$ cat config.mk
export PLATFORM = sky130hd
export DESIGN_NAME = priority_task_scheduler_aging_core
export DESIGN_NICKNAME = d
export VERILOG_FILES = /design/src/rtl/ptsa_pkg.sv /design/src/rtl/priority_task_scheduler_aging_core.sv /design/src/rtl/ptsa_datapath.sv /design/src/rtl/ptsa_ctrl.sv
export SDC_FILE = /design/constraint.sdc
export NUM_CORES = 2
export LEC_CHECK = 0
export BUFFER_PORTS_ARGS = -buffer_cell sky130_fd_sc_hd__buf_2
export CAP_MARGIN = 15
export CORE_ASPECT_RATIO = 2
export CORE_MARGIN = 2
export CORE_UTILIZATION = 50
export DETAILED_ROUTE_END_ITERATION = 6
export PLACE_DENSITY = 0.64
export SLEW_MARGIN = 10
export SYNTH_ARGS = -nofsm -noshare
export SYNTH_HDL_FRONTEND = slang
export SYNTH_SLANG_ARGS = --single-unit
$ cat constraint.sdc
create_clock -name clk -period 6.8 [get_ports clk]
set_input_delay 0.34 -clock clk [delete_from_list [all_inputs] [get_ports clk]]
set_output_delay 0.34 -clock clk [all_outputs]
set_load 0.01 [all_outputs]
$ cat src/rtl/ptsa_pkg.sv
`timescale 1ns / 1ps
// ----------------------------------------------------------------------------
// ptsa_pkg: shared definitions of the aging priority task scheduler
// Sizes, event codes, register indexes, datapath commands and controller
// states used by the controller, the datapath and the top level.
// ----------------------------------------------------------------------------
package ptsa_pkg;

    localparam int TASK_SLOTS      = 32;
    localparam int PRIORITY_LEVELS = 32;
    localparam int ID_W            = $clog2(TASK_SLOTS);
    localparam int LV_W            = $clog2(PRIORITY_LEVELS);
    localparam int CNT_W           = $clog2(TASK_SLOTS + 1);

    localparam logic [LV_W-1:0] TOP_LEVEL     = LV_W'(PRIORITY_LEVELS - 1);
    localparam logic [LV_W-1:0] DEFAULT_LEVEL = LV_W'(PRIORITY_LEVELS / 2 - 1);
    localparam logic [10:0]     SLICE_MAX     = 11'd1023;

    localparam logic [3:0] MODE_ADD     = 4'd0;
    localparam logic [3:0] MODE_REMOVE  = 4'd1;
    localparam logic [3:0] MODE_BLOCK   = 4'd2;
    localparam logic [3:0] MODE_UNBLOCK = 4'd3;
    localparam logic [3:0] MODE_SETPRIO = 4'd4;
    localparam logic [3:0] MODE_SCHED   = 4'd5;
    localparam logic [3:0] MODE_YIELD   = 4'd6;
    localparam logic [3:0] MODE_TICK    = 4'd7;
    localparam logic [3:0] MODE_QUERY   = 4'd8;

    localparam logic [2:0] CFG_AGING_PERIOD = 3'd0;
    localparam logic [2:0] CFG_AGE_LIMIT    = 3'd1;
    localparam logic [2:0] CFG_AGING_BOOST  = 3'd2;
    localparam logic [2:0] CFG_SLICE_BASE   = 3'd3;
    localparam logic [2:0] CFG_SLICE_STEP   = 3'd4;

    typedef enum logic [4:0] {
        DP_NOP,
        DP_LATCH,
        DP_FAIL,
        DP_ADD,
        DP_PUSH,
        DP_UNLINK,
        DP_LV_CUR,
        DP_SEL_RUN,
        DP_REMOVE,
        DP_BLOCK,
        DP_UNBLOCK,
        DP_SETPRIO,
        DP_QUERY,
        DP_TICK,
        DP_TIMER,
        DP_SCAN_TOP,
        DP_SCAN_DOWN,
        DP_PICK,
        DP_RUN,
        DP_AGE_INIT,
        DP_LVL_LOAD,
        DP_LVL_NEXT,
        DP_VISIT,
        DP_SET_UP,
        DP_ADV
    } dp_op_t;

    typedef struct packed {
        dp_op_t op;
    } dp_cmd_t;

    typedef struct packed {
        logic       bad;
        logic [3:0] mode;
        logic       used;
        logic       blocked;
        logic       running;
        logic       req_high;
        logic       run_valid;
        logic       slice_zero;
        logic       age_due;
        logic       lv_nonempty;
        logic       lv_is_zero;
        logic       scan_last;
        logic       cnt_zero;
        logic       age_hit;
    } dp_stat_t;

    typedef enum logic [4:0] {
        ST_IDLE,
        ST_DECODE,
        ST_PUSH_FIN,
        ST_RM,
        ST_RM_FIN,
        ST_BLK,
        ST_BLK_FIN,
        ST_SET_UL,
        ST_SET_WR,
        ST_SCH_REQ,
        ST_SCH_LV,
        ST_SCH_PUSH,
        ST_SCH_TOP,
        ST_SCH_SCAN,
        ST_SCH_UL,
        ST_SCH_RUN,
        ST_TICK_CHK,
        ST_TIMER,
        ST_AGE_START,
        ST_AGE_LVL,
        ST_AGE_CHK,
        ST_AGE_UL,
        ST_AGE_UP,
        ST_AGE_PUSH,
        ST_AGE_ADV,
        ST_DONE
    } ctl_state_t;

endpackage

$ cat src/rtl/priority_task_scheduler_aging_core.sv
`timescale 1ns / 1ps
// ----------------------------------------------------------------------------
// priority_task_scheduler_aging_core: aging multilevel priority task scheduler
// A schedule runs a level search that tests one level per cycle from the top
// level down. A tick that starts an aging pass also steps through the levels
// below the top level and each task queued there. One transaction at a time;
// the next start is taken in the cycle after the result strobe. The receiver
// cannot stall the result.
// Reset leaves every slot free, nothing running and registers at defaults.
// ----------------------------------------------------------------------------
module priority_task_scheduler_aging_core
(
    input  logic        clk,
    input  logic        rst_n,
    input  logic        start,
    output logic        busy,
    input  logic [3:0]  mode,
    input  logic [4:0]  task_id,
    input  logic [5:0]  priority_req,
    output logic        done,
    output logic        status,
    output logic        running_valid,
    output logic [4:0]  running_task,
    output logic        switched,
    output logic [4:0]  task_priority,
    output logic [9:0]  task_slice,
    output logic [31:0] ctx_switch_count,
    input  logic        cfg_we,
    input  logic [2:0]  cfg_index,
    input  logic [15:0] cfg_data
);
    import ptsa_pkg::*;

    dp_cmd_t  cmd;
    dp_stat_t stat;

    ptsa_ctrl u_ctrl
    (
        .clk   (clk),
        .rst_n (rst_n),
        .start (start),
        .stat  (stat),
        .cmd   (cmd),
        .busy  (busy),
        .done  (done)
    );

    ptsa_datapath u_datapath
    (
        .clk              (clk),
        .rst_n            (rst_n),
        .cmd              (cmd),
        .stat             (stat),
        .mode             (mode),
        .task_id          (task_id),
        .priority_req     (priority_req),
        .cfg_we           (cfg_we),
        .cfg_index        (cfg_index),
        .cfg_data         (cfg_data),
        .status           (status),
        .running_valid    (running_valid),
        .running_task     (running_task),
        .switched         (switched),
        .task_priority    (task_priority),
        .task_slice       (task_slice),
        .ctx_switch_count (ctx_switch_count)
    );

endmodule

$ cat src/rtl/ptsa_datapath.sv
`timescale 1ns / 1ps
// ----------------------------------------------------------------------------
// ptsa_datapath: task tables, ready lists and scheduler registers
// Holds the per-task tables and the per-level linked lists, and carries out
// one command from the controller in each cycle.
// ----------------------------------------------------------------------------
module ptsa_datapath
(
    input  logic                      clk,
    input  logic                      rst_n,
    input  ptsa_pkg::dp_cmd_t         cmd,
    output ptsa_pkg::dp_stat_t        stat,
    input  logic [3:0]                mode,
    input  logic [4:0]                task_id,
    input  logic [5:0]                priority_req,
    input  logic                      cfg_we,
    input  logic [2:0]                cfg_index,
    input  logic [15:0]               cfg_data,
    output logic                      status,
    output logic                      running_valid,
    output logic [4:0]                running_task,
    output logic                      switched,
    output logic [4:0]                task_priority,
    output logic [9:0]                task_slice,
    output logic [31:0]               ctx_switch_count
);
    import ptsa_pkg::*;

    function automatic logic [9:0] slice_for(input logic [7:0] base,
                                             input logic [3:0] step,
                                             input logic [LV_W-1:0] prio);
        logic [10:0] s;
        s = 11'(base) + 11'(step) * 11'(prio);
        return (s > SLICE_MAX) ? 10'(SLICE_MAX) : s[9:0];
    endfunction

    logic              slot_used_reg   [TASK_SLOTS];
    logic              is_blocked_reg  [TASK_SLOTS];
    logic [LV_W-1:0]   cur_prio_reg    [TASK_SLOTS];
    logic [LV_W-1:0]   base_prio_reg   [TASK_SLOTS];
    logic [15:0]       wait_age_reg    [TASK_SLOTS];
    logic [9:0]        slice_len_reg   [TASK_SLOTS];
    logic [9:0]        slice_left_reg  [TASK_SLOTS];
    logic [ID_W-1:0]   link_next_reg   [TASK_SLOTS];
    logic [ID_W-1:0]   link_prev_reg   [TASK_SLOTS];
    logic [ID_W-1:0]   level_head_reg  [PRIORITY_LEVELS];
    logic [ID_W-1:0]   level_tail_reg  [PRIORITY_LEVELS];
    logic [CNT_W-1:0]  level_count_reg [PRIORITY_LEVELS];

    logic [15:0] aging_period_reg, aging_period_next;
    logic [15:0] age_limit_reg, age_limit_next;
    logic [4:0]  aging_boost_reg, aging_boost_next;
    logic [7:0]  slice_base_reg, slice_base_next;
    logic [3:0]  slice_step_reg, slice_step_next;

    logic [3:0]       mode_reg, mode_next;
    logic [5:0]       req_reg, req_next;
    logic             id_ok_reg, id_ok_next;
    logic [ID_W-1:0]  tid_reg, tid_next;
    logic [LV_W-1:0]  lv_reg, lv_next;
    logic [LV_W-1:0]  scan_reg, scan_next;
    logic [CNT_W-1:0] cnt_reg, cnt_next;
    logic [ID_W-1:0]  nx_reg, nx_next;
    logic             was_valid_reg, was_valid_next;
    logic [ID_W-1:0]  was_slot_reg, was_slot_next;
    logic             status_reg, status_next;
    logic [LV_W-1:0]  qprio_reg, qprio_next;
    logic [9:0]       qslice_reg, qslice_next;
    logic             run_valid_reg, run_valid_next;
    logic [ID_W-1:0]  run_slot_reg, run_slot_next;
    logic [15:0]      timer_reg, timer_next;
    logic [31:0]      switch_reg, switch_next;

    logic             used_we, used_d, blk_we, blk_d;
    logic             cur_we, base_we, age_we, slen_we;
    logic [LV_W-1:0]  cur_d, base_d;
    logic [15:0]      age_d;
    logic [9:0]       slen_d;
    logic             sleft_we;
    logic [ID_W-1:0]  sleft_addr;
    logic [9:0]       sleft_d;
    logic             nxt_we, prv_we;
    logic [ID_W-1:0]  nxt_addr, nxt_d, prv_addr, prv_d;
    logic             head_we, tail_we, lcnt_we;
    logic [ID_W-1:0]  head_d, tail_d;
    logic [CNT_W-1:0] lcnt_d;

    logic [CNT_W-1:0] cnt_lv;
    logic [ID_W-1:0]  head_lv, tail_lv, nx_t, pv_t;
    logic [LV_W-1:0]  cur_t, base_t;
    logic [15:0]      age_t, age_inc;
    logic [9:0]       slen_t, sleft_run;
    logic [15:0]      timer_inc;
    logic             running;
    logic [4:0]       boost_eff;
    logic [6:0]       up_sum;
    logic [LV_W-1:0]  up_lv, add_lv, req_lv;
    logic             addressed;

    assign cnt_lv    = level_count_reg[lv_reg];
    assign head_lv   = level_head_reg[lv_reg];
    assign tail_lv   = level_tail_reg[lv_reg];
    assign nx_t      = link_next_reg[tid_reg];
    assign pv_t      = link_prev_reg[tid_reg];
    assign cur_t     = cur_prio_reg[tid_reg];
    assign base_t    = base_prio_reg[tid_reg];
    assign age_t     = wait_age_reg[tid_reg];
    assign slen_t    = slice_len_reg[tid_reg];
    assign sleft_run = slice_left_reg[run_slot_reg];

    assign age_inc   = (age_t == 16'hFFFF) ? age_t : age_t + 16'd1;
    assign timer_inc = timer_reg + 16'd1;
    assign running   = run_valid_reg && (run_slot_reg == tid_reg);
    assign boost_eff = (aging_boost_reg == 5'd0) ? 5'd1 : aging_boost_reg;
    assign up_sum    = 7'(scan_reg) + 7'(boost_eff);
    assign up_lv     = (up_sum > 7'(TOP_LEVEL)) ? TOP_LEVEL : LV_W'(up_sum);
    assign req_lv    = LV_W'(req_reg);
    assign add_lv    = (req_reg > 6'(TOP_LEVEL)) ? DEFAULT_LEVEL : req_lv;
    assign addressed = (mode_reg <= MODE_SETPRIO) || (mode_reg == MODE_QUERY);

    always_comb
    begin
        stat.bad         = (mode_reg > MODE_QUERY) || (addressed && !id_ok_reg);
        stat.mode        = mode_reg;
        stat.used        = slot_used_reg[tid_reg];
        stat.blocked     = is_blocked_reg[tid_reg];
        stat.running     = running;
        stat.req_high    = req_reg > 6'(TOP_LEVEL);
        stat.run_valid   = run_valid_reg;
        stat.slice_zero  = sleft_run == 10'd0;
        stat.age_due     = timer_inc >= aging_period_reg;
        stat.lv_nonempty = cnt_lv != '0;
        stat.lv_is_zero  = lv_reg == '0;
        stat.scan_last   = scan_reg == TOP_LEVEL - LV_W'(1);
        stat.cnt_zero    = cnt_reg == '0;
        stat.age_hit     = age_inc >= age_limit_reg;
    end

    always_comb
    begin
        used_we = 1'b0;  used_d = 1'b0;
        blk_we = 1'b0;   blk_d = 1'b0;
        cur_we = 1'b0;   cur_d = cur_t;
        base_we = 1'b0;  base_d = base_t;
        age_we = 1'b0;   age_d = 16'd0;
        slen_we = 1'b0;  slen_d = slen_t;
        sleft_we = 1'b0; sleft_addr = run_slot_reg; sleft_d = sleft_run;
        nxt_we = 1'b0;   nxt_addr = tail_lv; nxt_d = tid_reg;
        prv_we = 1'b0;   prv_addr = tid_reg; prv_d = tail_lv;
        head_we = 1'b0;  head_d = tid_reg;
        tail_we = 1'b0;  tail_d = tid_reg;
        lcnt_we = 1'b0;  lcnt_d = cnt_lv;

        mode_next      = mode_reg;
        req_next       = req_reg;
        id_ok_next     = id_ok_reg;
        tid_next       = tid_reg;
        lv_next        = lv_reg;
        scan_next      = scan_reg;
        cnt_next       = cnt_reg;
        nx_next        = nx_reg;
        was_valid_next = was_valid_reg;
        was_slot_next  = was_slot_reg;
        status_next    = status_reg;
        qprio_next     = qprio_reg;
        qslice_next    = qslice_reg;
        run_valid_next = run_valid_reg;
        run_slot_next  = run_slot_reg;
        timer_next     = timer_reg;
        switch_next    = switch_reg;

        case (cmd.op)
            DP_LATCH:
            begin
                mode_next      = mode;
                req_next       = priority_req;
                id_ok_next     = 32'(task_id) < TASK_SLOTS;
                tid_next       = ID_W'(task_id);
                was_valid_next = run_valid_reg;
                was_slot_next  = run_slot_reg;
                status_next    = 1'b0;
                qprio_next     = '0;
                qslice_next    = 10'd0;
            end
            DP_FAIL:
            begin
                status_next = 1'b1;
            end
            DP_ADD:
            begin
                used_we  = 1'b1; used_d = 1'b1;
                blk_we   = 1'b1; blk_d = 1'b0;
                cur_we   = 1'b1; cur_d = add_lv;
                base_we  = 1'b1; base_d = add_lv;
                age_we   = 1'b1;
                slen_we  = 1'b1;
                slen_d   = slice_for(slice_base_reg, slice_step_reg, add_lv);
                sleft_we = 1'b1; sleft_addr = tid_reg; sleft_d = slen_d;
                lv_next  = add_lv;
            end
            DP_PUSH:
            begin
                if (cnt_lv == '0)
                begin
                    head_we = 1'b1;
                end
                else
                begin
                    nxt_we = 1'b1;
                    prv_we = 1'b1;
                end
                tail_we = 1'b1;
                lcnt_we = 1'b1;
                lcnt_d  = cnt_lv + CNT_W'(1);
            end
            DP_UNLINK:
            begin
                if (cnt_lv != '0)
                begin
                    if (head_lv == tid_reg)
                    begin
                        head_we = 1'b1; head_d = nx_t;
                    end
                    else
                    begin
                        nxt_we = 1'b1; nxt_addr = pv_t; nxt_d = nx_t;
                    end
                    if (tail_lv == tid_reg)
                    begin
                        tail_we = 1'b1; tail_d = pv_t;
                    end
                    else
                    begin
                        prv_we = 1'b1; prv_addr = nx_t; prv_d = pv_t;
                    end
                    lcnt_we = 1'b1;
                    lcnt_d  = cnt_lv - CNT_W'(1);
                end
            end
            DP_LV_CUR:
            begin
                lv_next = cur_t;
            end
            DP_SEL_RUN:
            begin
                tid_next = run_slot_reg;
            end
            DP_REMOVE:
            begin
                used_we = 1'b1; used_d = 1'b0;
                blk_we  = 1'b1; blk_d = 1'b0;
                if (running)
                begin
                    run_valid_next = 1'b0;
                end
            end
            DP_BLOCK:
            begin
                blk_we = 1'b1; blk_d = 1'b1;
                if (running)
                begin
                    run_valid_next = 1'b0;
                end
            end
            DP_UNBLOCK:
            begin
                blk_we  = 1'b1; blk_d = 1'b0;
                cur_we  = 1'b1; cur_d = base_t;
                age_we  = 1'b1;
                lv_next = base_t;
            end
            DP_SETPRIO:
            begin
                cur_we  = 1'b1; cur_d = req_lv;
                base_we = 1'b1; base_d = req_lv;
                slen_we = 1'b1;
                slen_d  = slice_for(slice_base_reg, slice_step_reg, req_lv);
                lv_next = req_lv;
            end
            DP_QUERY:
            begin
                qprio_next  = cur_t;
                qslice_next = slen_t;
            end
            DP_TICK:
            begin
                if (run_valid_reg && sleft_run != 10'd0)
                begin
                    sleft_we = 1'b1;
                    sleft_d  = sleft_run - 10'd1;
                end
            end
            DP_TIMER:
            begin
                timer_next = (timer_inc >= aging_period_reg) ? 16'd0 : timer_inc;
            end
            DP_SCAN_TOP:
            begin
                lv_next = TOP_LEVEL;
            end
            DP_SCAN_DOWN:
            begin
                lv_next = lv_reg - LV_W'(1);
            end
            DP_PICK:
            begin
                tid_next = head_lv;
            end
            DP_RUN:
            begin
                if (!running)
                begin
                    switch_next = switch_reg + 32'd1;
                end
                run_valid_next = 1'b1;
                run_slot_next  = tid_reg;
                sleft_we       = 1'b1;
                sleft_addr     = tid_reg;
                sleft_d        = slen_t;
                age_we         = 1'b1;
            end
            DP_AGE_INIT:
            begin
                scan_next = '0;
                lv_next   = '0;
            end
            DP_LVL_LOAD:
            begin
                cnt_next = cnt_lv;
                tid_next = head_lv;
            end
            DP_LVL_NEXT:
            begin
                scan_next = scan_reg + LV_W'(1);
                lv_next   = scan_reg + LV_W'(1);
            end
            DP_VISIT:
            begin
                age_we   = 1'b1;
                age_d    = age_inc;
                nx_next  = nx_t;
                cnt_next = cnt_reg - CNT_W'(1);
            end
            DP_SET_UP:
            begin
                cur_we  = 1'b1; cur_d = up_lv;
                age_we  = 1'b1;
                lv_next = up_lv;
            end
            DP_ADV:
            begin
                tid_next = nx_reg;
                lv_next  = scan_reg;
            end
            default:
            begin
            end
        endcase
    end

    always_comb
    begin
        aging_period_next = aging_period_reg;
        age_limit_next    = age_limit_reg;
        aging_boost_next  = aging_boost_reg;
        slice_base_next   = slice_base_reg;
        slice_step_next   = slice_step_reg;
        if (cfg_we)
        begin
            case (cfg_index)
                CFG_AGING_PERIOD: aging_period_next = cfg_data;
                CFG_AGE_LIMIT:    age_limit_next    = cfg_data;
                CFG_AGING_BOOST:  aging_boost_next  = cfg_data[4:0];
                CFG_SLICE_BASE:   slice_base_next   = cfg_data[7:0];
                CFG_SLICE_STEP:   slice_step_next   = cfg_data[3:0];
                default:
                begin
                end
            endcase
        end
    end

    always_ff @(posedge clk or negedge rst_n)
    begin
        if (!rst_n)
        begin
            aging_period_reg <= 16'd100;
            age_limit_reg    <= 16'd100;
            aging_boost_reg  <= 5'd1;
            slice_base_reg   <= 8'd10;
            slice_step_reg   <= 4'd2;
            run_valid_reg    <= 1'b0;
            run_slot_reg     <= '0;
            timer_reg        <= 16'd0;
            switch_reg       <= 32'd0;
            mode_reg         <= 4'd0;
            status_reg       <= 1'b0;
            was_valid_reg    <= 1'b0;
            was_slot_reg     <= '0;
            qprio_reg        <= '0;
            qslice_reg       <= 10'd0;
        end
        else
        begin
            aging_period_reg <= aging_period_next;
            age_limit_reg    <= age_limit_next;
            aging_boost_reg  <= aging_boost_next;
            slice_base_reg   <= slice_base_next;
            slice_step_reg   <= slice_step_next;
            run_valid_reg    <= run_valid_next;
            run_slot_reg     <= run_slot_next;
            timer_reg        <= timer_next;
            switch_reg       <= switch_next;
            mode_reg         <= mode_next;
            status_reg       <= status_next;
            was_valid_reg    <= was_valid_next;
            was_slot_reg     <= was_slot_next;
            qprio_reg        <= qprio_next;
            qslice_reg       <= qslice_next;
        end
    end

    always_ff @(posedge clk)
    begin
        req_reg   <= req_next;
        id_ok_reg <= id_ok_next;
        tid_reg   <= tid_next;
        lv_reg    <= lv_next;
        scan_reg  <= scan_next;
        cnt_reg   <= cnt_next;
        nx_reg    <= nx_next;
    end

    always_ff @(posedge clk or negedge rst_n)
    begin
        if (!rst_n)
        begin
            for (int i = 0; i < TASK_SLOTS; i++)
            begin
                slot_used_reg[i]  <= 1'b0;
                is_blocked_reg[i] <= 1'b0;
            end
            for (int i = 0; i < PRIORITY_LEVELS; i++)
            begin
                level_count_reg[i] <= '0;
            end
        end
        else
        begin
            if (used_we)
            begin
                slot_used_reg[tid_reg] <= used_d;
            end
            if (blk_we)
            begin
                is_blocked_reg[tid_reg] <= blk_d;
            end
            if (lcnt_we)
            begin
                level_count_reg[lv_reg] <= lcnt_d;
            end
        end
    end

    always_ff @(posedge clk)
    begin
        if (cur_we)
        begin
            cur_prio_reg[tid_reg] <= cur_d;
        end
        if (base_we)
        begin
            base_prio_reg[tid_reg] <= base_d;
        end
        if (age_we)
        begin
            wait_age_reg[tid_reg] <= age_d;
        end
        if (slen_we)
        begin
            slice_len_reg[tid_reg] <= slen_d;
        end
        if (sleft_we)
        begin
            slice_left_reg[sleft_addr] <= sleft_d;
        end
        if (nxt_we)
        begin
            link_next_reg[nxt_addr] <= nxt_d;
        end
        if (prv_we)
        begin
            link_prev_reg[prv_addr] <= prv_d;
        end
        if (head_we)
        begin
            level_head_reg[lv_reg] <= head_d;
        end
        if (tail_we)
        begin
            level_tail_reg[lv_reg] <= tail_d;
        end
    end

    assign status           = status_reg;
    assign running_valid    = run_valid_reg;
    assign running_task     = run_valid_reg ? 5'(run_slot_reg) : 5'd0;
    assign switched         = (was_valid_reg != run_valid_reg)
                              || (run_valid_reg && (was_slot_reg != run_slot_reg));
    assign task_priority    = 5'(qprio_reg);
    assign task_slice       = qslice_reg;
    assign ctx_switch_count = switch_reg;

endmodule

$ cat src/rtl/ptsa_ctrl.sv
`timescale 1ns / 1ps
// ----------------------------------------------------------------------------
// ptsa_ctrl: event sequencer of the aging priority task scheduler
// Decodes each event and steps the datapath through list operations, the
// level search of a schedule and the aging pass.
// ----------------------------------------------------------------------------
module ptsa_ctrl
(
    input  logic                 clk,
    input  logic                 rst_n,
    input  logic                 start,
    input  ptsa_pkg::dp_stat_t   stat,
    output ptsa_pkg::dp_cmd_t    cmd,
    output logic                 busy,
    output logic                 done
);
    import ptsa_pkg::*;

    ctl_state_t state_reg, state_next;
    ctl_state_t sched_ret;

    assign sched_ret = (stat.mode == MODE_TICK) ? ST_TIMER : ST_DONE;

    always_ff @(posedge clk or negedge rst_n)
    begin
        if (!rst_n)
        begin
            state_reg <= ST_IDLE;
        end
        else
        begin
            state_reg <= state_next;
        end
    end

    always_comb
    begin
        state_next = state_reg;
        cmd.op     = DP_NOP;
        case (state_reg)
            ST_IDLE:
            begin
                if (start)
                begin
                    cmd.op     = DP_LATCH;
                    state_next = ST_DECODE;
                end
            end
            ST_DECODE:
            begin
                if (stat.bad)
                begin
                    cmd.op     = DP_FAIL;
                    state_next = ST_DONE;
                end
                else
                begin
                    case (stat.mode)
                        MODE_ADD:
                        begin
                            if (stat.used)
                            begin
                                cmd.op     = DP_FAIL;
                                state_next = ST_DONE;
                            end
                            else
                            begin
                                cmd.op     = DP_ADD;
                                state_next = ST_PUSH_FIN;
                            end
                        end
                        MODE_SCHED, MODE_YIELD:
                        begin
                            state_next = ST_SCH_REQ;
                        end
                        MODE_TICK:
                        begin
                            cmd.op     = DP_TICK;
                            state_next = ST_TICK_CHK;
                        end
                        default:
                        begin
                            if (!stat.used)
                            begin
                                cmd.op     = DP_FAIL;
                                state_next = ST_DONE;
                            end
                            else
                            begin
                                case (stat.mode)
                                    MODE_REMOVE:
                                    begin
                                        cmd.op     = DP_LV_CUR;
                                        state_next = ST_RM;
                                    end
                                    MODE_BLOCK:
                                    begin
                                        if (stat.blocked)
                                        begin
                                            cmd.op     = DP_FAIL;
                                            state_next = ST_DONE;
                                        end
                                        else
                                        begin
                                            cmd.op     = DP_LV_CUR;
                                            state_next = ST_BLK;
                                        end
                                    end
                                    MODE_UNBLOCK:
                                    begin
                                        if (!stat.blocked)
                                        begin
                                            cmd.op     = DP_FAIL;
                                            state_next = ST_DONE;
                                        end
                                        else
                                        begin
                                            cmd.op     = DP_UNBLOCK;
                                            state_next = ST_PUSH_FIN;
                                        end
                                    end
                                    MODE_SETPRIO:
                                    begin
                                        if (stat.req_high)
                                        begin
                                            cmd.op     = DP_FAIL;
                                            state_next = ST_DONE;
                                        end
                                        else
                                        begin
                                            cmd.op     = DP_LV_CUR;
                                            state_next = ST_SET_UL;
                                        end
                                    end
                                    default:
                                    begin
                                        cmd.op     = DP_QUERY;
                                        state_next = ST_DONE;
                                    end
                                endcase
                            end
                        end
                    endcase
                end
            end
            ST_PUSH_FIN:
            begin
                cmd.op     = DP_PUSH;
                state_next = ST_DONE;
            end
            ST_RM:
            begin
                if (!stat.running && !stat.blocked)
                begin
                    cmd.op = DP_UNLINK;
                end
                state_next = ST_RM_FIN;
            end
            ST_RM_FIN:
            begin
                cmd.op     = DP_REMOVE;
                state_next = ST_DONE;
            end
            ST_BLK:
            begin
                if (!stat.running)
                begin
                    cmd.op = DP_UNLINK;
                end
                state_next = ST_BLK_FIN;
            end
            ST_BLK_FIN:
            begin
                cmd.op     = DP_BLOCK;
                state_next = stat.running ? ST_SCH_REQ : ST_DONE;
            end
            ST_SET_UL:
            begin
                if (!stat.running && !stat.blocked)
                begin
                    cmd.op = DP_UNLINK;
                end
                state_next = ST_SET_WR;
            end
            ST_SET_WR:
            begin
                cmd.op     = DP_SETPRIO;
                state_next = (!stat.running && !stat.blocked) ? ST_PUSH_FIN : ST_DONE;
            end
            ST_SCH_REQ:
            begin
                if (stat.run_valid)
                begin
                    cmd.op     = DP_SEL_RUN;
                    state_next = ST_SCH_LV;
                end
                else
                begin
                    state_next = ST_SCH_TOP;
                end
            end
            ST_SCH_LV:
            begin
                cmd.op     = DP_LV_CUR;
                state_next = ST_SCH_PUSH;
            end
            ST_SCH_PUSH:
            begin
                cmd.op     = DP_PUSH;
                state_next = ST_SCH_TOP;
            end
            ST_SCH_TOP:
            begin
                cmd.op     = DP_SCAN_TOP;
                state_next = ST_SCH_SCAN;
            end
            ST_SCH_SCAN:
            begin
                if (stat.lv_nonempty)
                begin
                    cmd.op     = DP_PICK;
                    state_next = ST_SCH_UL;
                end
                else if (stat.lv_is_zero)
                begin
                    state_next = sched_ret;
                end
                else
                begin
                    cmd.op = DP_SCAN_DOWN;
                end
            end
            ST_SCH_UL:
            begin
                cmd.op     = DP_UNLINK;
                state_next = ST_SCH_RUN;
            end
            ST_SCH_RUN:
            begin
                cmd.op     = DP_RUN;
                state_next = sched_ret;
            end
            ST_TICK_CHK:
            begin
                state_next = (stat.run_valid && stat.slice_zero) ? ST_SCH_REQ : ST_TIMER;
            end
            ST_TIMER:
            begin
                cmd.op     = DP_TIMER;
                state_next = stat.age_due ? ST_AGE_START : ST_DONE;
            end
            ST_AGE_START:
            begin
                cmd.op     = DP_AGE_INIT;
                state_next = ST_AGE_LVL;
            end
            ST_AGE_LVL:
            begin
                cmd.op     = DP_LVL_LOAD;
                state_next = ST_AGE_CHK;
            end
            ST_AGE_CHK:
            begin
                if (stat.cnt_zero)
                begin
                    if (stat.scan_last)
                    begin
                        state_next = ST_DONE;
                    end
                    else
                    begin
                        cmd.op     = DP_LVL_NEXT;
                        state_next = ST_AGE_LVL;
                    end
                end
                else
                begin
                    cmd.op     = DP_VISIT;
                    state_next = stat.age_hit ? ST_AGE_UL : ST_AGE_ADV;
                end
            end
            ST_AGE_UL:
            begin
                cmd.op     = DP_UNLINK;
                state_next = ST_AGE_UP;
            end
            ST_AGE_UP:
            begin
                cmd.op     = DP_SET_UP;
                state_next = ST_AGE_PUSH;
            end
            ST_AGE_PUSH:
            begin
                cmd.op     = DP_PUSH;
                state_next = ST_AGE_ADV;
            end
            ST_AGE_ADV:
            begin
                cmd.op     = DP_ADV;
                state_next = ST_AGE_CHK;
            end
            ST_DONE:
            begin
                state_next = ST_IDLE;
            end
            default:
            begin
                state_next = ST_IDLE;
            end
        endcase
    end

    assign busy = state_reg != ST_IDLE;
    assign done = state_reg == ST_DONE;

    a_done_single: assert property (@(posedge clk) disable iff (!rst_n)
        done |=> !done)
        else $error("Result strobe lasted more than one cycle.");

    a_accept_busy: assert property (@(posedge clk) disable iff (!rst_n)
        (start && !busy) |=> (busy && !done))
        else $error("Accepted transaction did not enter decode.");

    a_done_idle: assert property (@(posedge clk) disable iff (!rst_n)
        done |=> !busy)
        else $error("Controller did not return to idle after a result.");

endmodule
; ---- Yosys cells after proc, flatten, opt, wreduce, memory -nomap -nowiden
; Memories as Yosys holds them, arrays and structs flattened. A register that Yosys moved wholly into a read port is not among the register bits.
; Cells that the tools add are included.
; W data, S select, Z words.
[totals]
register_bits = 422
latchBits = 0
in_bits = 38
ramBits = 2112
rom_bits = 0
memories = 9
out_inout_bits = 57
[memory_table]
columns = memory, words, width, read_ports, rd_ports_with_merged_regs, write_ports, line_no
row1 = u_datapath.wait_age_reg, 32, 16, 1, 1, 1, ptsa_datapath.sv:41  ; logic [15:0] wait_age_reg [TASK_SLOTS];
row2 = u_datapath.slice_left_reg, 32, 10, 1, 0, 1, ptsa_datapath.sv:43  ; logic [9:0] slice_left_reg [TASK_SLOTS];
row3 = u_datapath.slice_len_reg, 32, 10, 1, 1, 1, ptsa_datapath.sv:42  ; logic [9:0] slice_len_reg [TASK_SLOTS];
row4 = u_datapath.base_prio_reg, 32, 5, 1, 1, 1, ptsa_datapath.sv:40  ; logic [LV_W-1:0] base_prio_reg [TASK_SLOTS];
row5 = u_datapath.cur_prio_reg, 32, 5, 1, 1, 1, ptsa_datapath.sv:39  ; logic [LV_W-1:0] cur_prio_reg [TASK_SLOTS];
row6 = u_datapath.level_head_reg, 32, 5, 1, 1, 1, ptsa_datapath.sv:46  ; logic [ID_W-1:0] level_head_reg [PRIORITY_LEVELS];
row7 = +3 memories, -, -, -, -, -, -
[op_classes]
div = 0
n_shift = 0
mux = 147
n_eq_ne = 70
reduce_logical = 50
mul = 2
bitwise_logic = 3
magnitude_cmp = 11
n_addsub = 12
[op_table]
columns = cell, n
row1 = $mux W5, 50
row2 = $bwmux W192, 1
row3 = $pmux W5 S23, 1
row4 = $eq A5 B5 Y1 const B, 20
row5 = $pmux W5 S20, 1
row6 = $eq A5 B4 Y1 const B, 16
row7 = $pmux W5 S4, 4
row8 = $bwmux W32, 2
row9 = $pmux W5 S10, 1
row10 = $mux W16, 3
row11 = $mux W1, 43
row12 = $eq A5 B3 Y1 const B, 8
row13 = $pmux W10 S2, 2
row14 = $add A16 B1 Y16 const B, 2
row15 = $add A32 B1 Y32 const B, 1
row16 = $ge A16 B16 Y1, 2
row17 = $bmux W6 S5, 1
row18 = $demux W6 S5, 1
row19 = $mux W10, 3
row20 = $pmux W10 S3, 1
row21 = $pmux W5 S2, 3
row22 = $pmux W5 S3, 2
row23 = $mux W6, 4
row24 = $pmux W6 S2, 2
row25 = other kinds (54), 121

; ---- Longest topological paths before layout
[depth]
depth_word = 15
mapped_depth = 24
mapped_depth_nobuf = 20

; ---- By module
; From an unflattened synthesis, not the netlist that was laid out.
[unflattened]
cells_unflattened = 6480
area_unflattened_um2 = 107918.5
[modules_own_cells]
columns = mod, cells_per_inst, n_inst, area_each_um2
row1 = ptsa_datapath, 6289, 1, 106693.6
row2 = ptsa_ctrl, 191, 1, 1224.9

; ---- Worst setup path before layout
; OpenSTA, ideal clock, no wires.
[synth_path]
path_kind = reg-to-reg
start = register u_datapath.run_slot_reg[1]
end = memory u_datapath.slice_left_reg[0][8] (data pin)
arrival_time_ps = 5378
setup_slack_ps = 807
stages_incl_launch_ff = 13
path_cell_list = dfrtp_1 -> clkbuf_1 -> buf_2 -> buf_1 -> clkbuf_1 -> mux4_2 -> mux4_2 -> mux2i_1 -> ha_1 -> nand2_1 -> nor3_1 -> nand2_1 -> o311ai_0
[synth_between]
elab_chain_cells = 8
elab_cells_between_ends = 16
[synth_rtl]
columns = element, line_no
row1 = "start, declared", ptsa_datapath.sv:70  ; logic [ID_W-1:0] run_slot_reg, run_slot_next;
row2 = "start signal, assigned", ptsa_datapath.sv:411  ; run_slot_reg <= run_slot_next;
row3 = "parallel branches: the longest is 7 deep, another holds $mem_v2 Z32 W10", -
row4 = $pmux W10 S3 *, ptsa_datapath.sv:172  ; case (cmd.op)
row5 = net u_datapath.sleft_d[8], ptsa_datapath.sv:81  ; logic [9:0] sleft_d;
row6 = "end, declared", ptsa_datapath.sv:43
; Mark *: on every way through the listed nets, which the timed path passes.

; ---- Worst setup path in the final report
[layout_path]
start = register u_datapath.lv_reg[0]
end = memory u_datapath.wait_age_reg[5][13], enable pin
[layout_between]
elab_chain_cells = 12
elab_cells_between_ends = 18
[layout_rtl]
columns = element, line_no
row1 = "start, declared", ptsa_datapath.sv:60  ; logic [LV_W-1:0] lv_reg, lv_next;
row2 = "start signal, assigned", ptsa_datapath.sv:428  ; lv_reg <= lv_next;
row3 = $not A5 Y6 (implied by the code), ptsa_datapath.sv:100  ; assign cnt_lv = level_count_reg[lv_reg];
row4 = $bmux W6 S5, ptsa_datapath.sv:100
row5 = $mux W6 (implied by the code) (2 in a row), ptsa_datapath.sv:100
row6 = $reduce_bool A6 Y1, ptsa_datapath.sv:132  ; stat.lv_nonempty = cnt_lv != '0;
row7 = $mux W5 *, ptsa_ctrl.sv:219  ; if (stat.lv_nonempty)
row8 = $pmux W5 S20 *, ptsa_ctrl.sv:40  ; case (state_reg)
row9 = $eq A5 B4 Y1 (tied with other cells), ptsa_datapath.sv:172
row10 = $reduce_or A5 Y1 (no line) *, -
row11 = $mux W1 *, ptsa_datapath.sv:172
row12 = $mux W1 *, ptsa_datapath.sv:475  ; if (age_we)
row13 = $mux W1 (implied by the code) *, ptsa_datapath.sv:477  ; wait_age_reg[tid_reg] <= age_d;
row14 = "end, declared", ptsa_datapath.sv:41
; Every way passes the cells marked *; elsewhere a longest branch is shown, timed or not. The select of a mux whose other input is x is not followed.

==> impl_metrics.py <==
metrics = {
    "clocking": {
        "clkSinkCount": 2544,
        "cts_resized": 0,
        "cts_buffers": 219,
        "clk_latency_ps": 900,
        "cts_root_buf": "clkbuf_16",
        "path_clk_slew_ps": 70,
        "cts_tree": "yes",
        "post_cts_buffers": 0,
        "cts.htree.levels": 4,
        "cts_buffer_depth": 4,
    },
    "sta": {
        "max-slew-margin-rel_pct": 18.4,
        "setup_viol": 0,
        "report.final.slew_viol_count": 0,
        "fin_crit_sh_pct": 91.1,
        "setup_tns_ps": 0,
        "worst_pin_slew_ps": 1220,
        "rsz0062_at_grt": "false",
        "setup_slack_ps": 608,
        "layout_min_cycle_time_ps": 6190,
        "max_freq_ghz": 0.161,
        "skew_ps": 81.4,
        "finalHoldViolations": 0,
    },
    "synthesis": {
        "synth-seq-cells": 2544,
        "avgSynthCellArea_um2": 17.0,
        "seq_area_frac_synth_pct": 68.9,
        "syn_area_um2": 108000,
        "yosys_warnings": 0,
        "synthCells": 6350,
        "synth_edf_count": 2144,
        "netlist-cell-type-count": 102,
        "async_flop_share_pct": 15.3,
        "syn_nets": 6499,
        "synth_flop_cell": "edfxtp_1",
    },
    "critical_path": {
        "critical_path_class": "flip-flop to flip-flop",
        "cpPeakStageDelay_ps": 1120,
        "slowest_stage": "edfxtp_1",
        "required_ps": 7250,
        "endpoint_kind": "flip-flop",
        "crit_path_max_fanout": 20,
        "start_kind": "flip-flop",
        "critical_path_arrival_ps": 6640,
        "path_cells": "mux4_2, mux2i_1, nor2_1, nor4_4, ha_1, inv_1, nor4_4, buf_4, o21ai_1, nor4_4, nor4_2, buf_4, nor2_2",
        "cp_common_cell": "nor4_4",
    },
    "layout": {
        "largest_reg_flops": 512,
        "nets": 6749,
        "area_delta_synth_final_pct": 11.5,
        "drive_above_1_share_pct": 23.7,
    },
    "grt": {
        "grt_start_max_net_pins": 137,
        "grt_pass1_vias": 61200,
        "antenna_found_initial": 16,
        "grt_usage_pct": 27.3,
        "grt.overflow.total": 0,
        "grt_pass1_wl_um": 430000,
    },
    "drt": {
        "ant_nets": 0,
        "wl_per_cell_um": 31.2,
        "vias_per_cell": 6.21,
        "drtPass1Iterations": 6,
        "vias": 59400,
        "post-route-drc-count": 0,
        "drt_iter0_drc": 5750,
        "wl_um": 299000,
    },
    "pwr": {
        "p_leak_uw": 0.0403,
        "vdd_drop_max_mv": 0.467,
        "powerDensity_nw_per_um2": 483,
    },
    "floorplanning": {
        "rows": 241,
        "die_x_um": 333,
        "core-area_um2": 215000,
        "io_pins": 95,
        "fp.dieH_um": 661,
        "dieArea_um2": 220000,
        "start_util_pct": 50.2,
    },
    "place": {
        "dp_hpwl_um": 208000,
        "place_ws_ps": 778,
        "port_buffers": 94,
        "gp_congestion": 0.987,
    },
    "outcome": {
        "status": "complete, no violations",
    },
    "min_path": {
        "hp-class": "input pin to asynchronous set/reset pin",
    },
    "flow_run": {
        "max-cap-violations": 0,
    },
}
[worst max-delay path, delay by kind of cell (launching register included)]
| kind | cells | cell delay, ps |
|---|---|---|
| compound gates | 1 | 150 |
| mux | 2 | 1100 |
| fa+ha+maj | 1 | 260 |
| buf+inv | 3 | 670 |
| flops | 1 | 1120 |
| simple gates | 6 | 2420 |
[through the flow]
stage	std cells	utilization, %	cell area (um2)	total power (uW)	hold WS [ps]
after global routing	9571	56.0	120000	60300	77.4
after floorplan	6350	-	108000	36800	44.4
after global placement	9118	52.4	113000	45200	393
after detailed placement	9120	52.4	113000	45700	408
after CTS	9553	55.9	120000	58200	17.1
final	9576	56.0	120000	58200	60.4
[timing repair]
item | in CTS | in global routing
endpoints found under the hold margin | 143 | 0
setup endpoints to repair | 0 | 0
hold buffers | 36 | 0
[where the power goes]
part / internal [uW] / switching [uW] / total [uW]
Sequential: 21500 / 1260 / 22800
Combinational: 7950 / 14900 / 22900
Clock: 6890 / 5650 / 12500
Total: 36300 / 21800 / 58200
[logic make-up (layout without fill, tap and decap cells)]
| group | after synthesis | count (layout) | synth area share (%) |
|---|---|---|---|
| DFF | 2544 | 2544 | 68.9 |
| and+or+nand+nor | 1304 | 1304 | 5.65 |
| muxes | 897 | 897 | 16.0 |
| AOI/OAI and AO/OA | 881 | 881 | 5.03 |
| buffers and inverters | 511 | 937 | 2.14 |
| adders and majority gates | 111 | 111 | 1.46 |
| xor gates and xnor gates | 102 | 102 | 0.828 |
| other | 0 | 6 | 0 |
[Yosys cell counts, types with 44 or more instances]
library cell,number,area (um2)
edfxtp_1,2144,64400
mux4_2,655,14800
nor2_1,456,1710
nand2_1,437,1640
dfrtp_1,380,9510
o21ai_0,378,1890
mux2i_1,181,1810
clkbuf_1,170,638
inv_1,146,548
a21oi_1,126,631
buf_2,108,541
nand3_1,95,475
o21ai_1,94,470
ha_1,86,1080
xnor2_1,72,631
mux2_2,61,687
o221ai_1,50,438
and2_1,46,288
nand2b_1,44,275
[final cells by class]
cell class / count / area (um2)
Antenna cell: 6 / 15.0
Clock buffer: 275 / 5870
Clock inverter: 122 / 1200
Fill cell: 16500 / 94600
Inverter: 149 / 559
Multi-Input combinational cell: 3295 / 31700
Sequential cell: 2544 / 74400
Tap cell: 2794 / 3500
Timing Repair Buffer: 391 / 3140
[final timing paths]
kind / start / end / slack, ps / depth (start not counted)
max: u_datapath.lv_reg[0]$_DFFE_PN_ / u_datapath.wait_age_reg[5][13]$_DFFE_PP_ / 610 / 13
min: rst_n / u_datapath.ctx_switch_count[25]$_DFFE_PN0P_ / 60 / 2
max reg2reg: u_datapath.lv_reg[0]$_DFFE_PN_ / u_datapath.wait_age_reg[5][13]$_DFFE_PP_ / 610 / 13
min reg2reg: u_datapath.ctx_switch_count[31]$_DFFE_PN0P_ / u_datapath.ctx_switch_count[31]$_DFFE_PN0P_ / 460 / 1
max in group asynchronous: rst_n / u_datapath.run_slot_reg[1]$_DFFE_PN0P_ / 5390 / 3
min in group clk: cfg_we / u_datapath.slice_step_reg[3]$_DFFE_PN0P_ / 110 / 4
[cell usage in the layout, fill, tap and decap left out, types with 17 or more instances in the layout]
cell and n:
a21oi_1 111, mux2_2 61, nor3_1 37, o21ai_0 358, a21o_1 24, dlygate4sd3_1 36
clkbuf_1 44, nor2_1 388, ha_1 86, nor2b_1 36, xnor2_1 72, clkbuf_16 224
o21ai_2 19, buf_4 227, clkinv_2 48, mux4_2 655, edfxtp_1 2144, nand3_1 95
o21ai_1 94, o22ai_1 29, dfrtp_1 377, nand2b_1 44, nand4_1 17, clkinv_1 31
and3_1 20, inv_1 146, o221ai_1 49, buf_2 93, buf_12 18, xor2_1 30
nand2_1 437, and2_1 45, mux2i_1 180, a22oi_1 17, nor2_2 70, bufinv_16 20
fa_1 25
[layer usage]
| layer | part of all wire [%] | global-route usage, % |
|---|---|---|
| met5 | 0.011 | 0 |
| met4 | 7.9 | 18.3 |
| met3 | 5.8 | 4.00 |
| met2 | 53 | 49.6 |
| met1 | 33 | 29.5 |
Note: power is estimated with default switching activity, not from simulation.
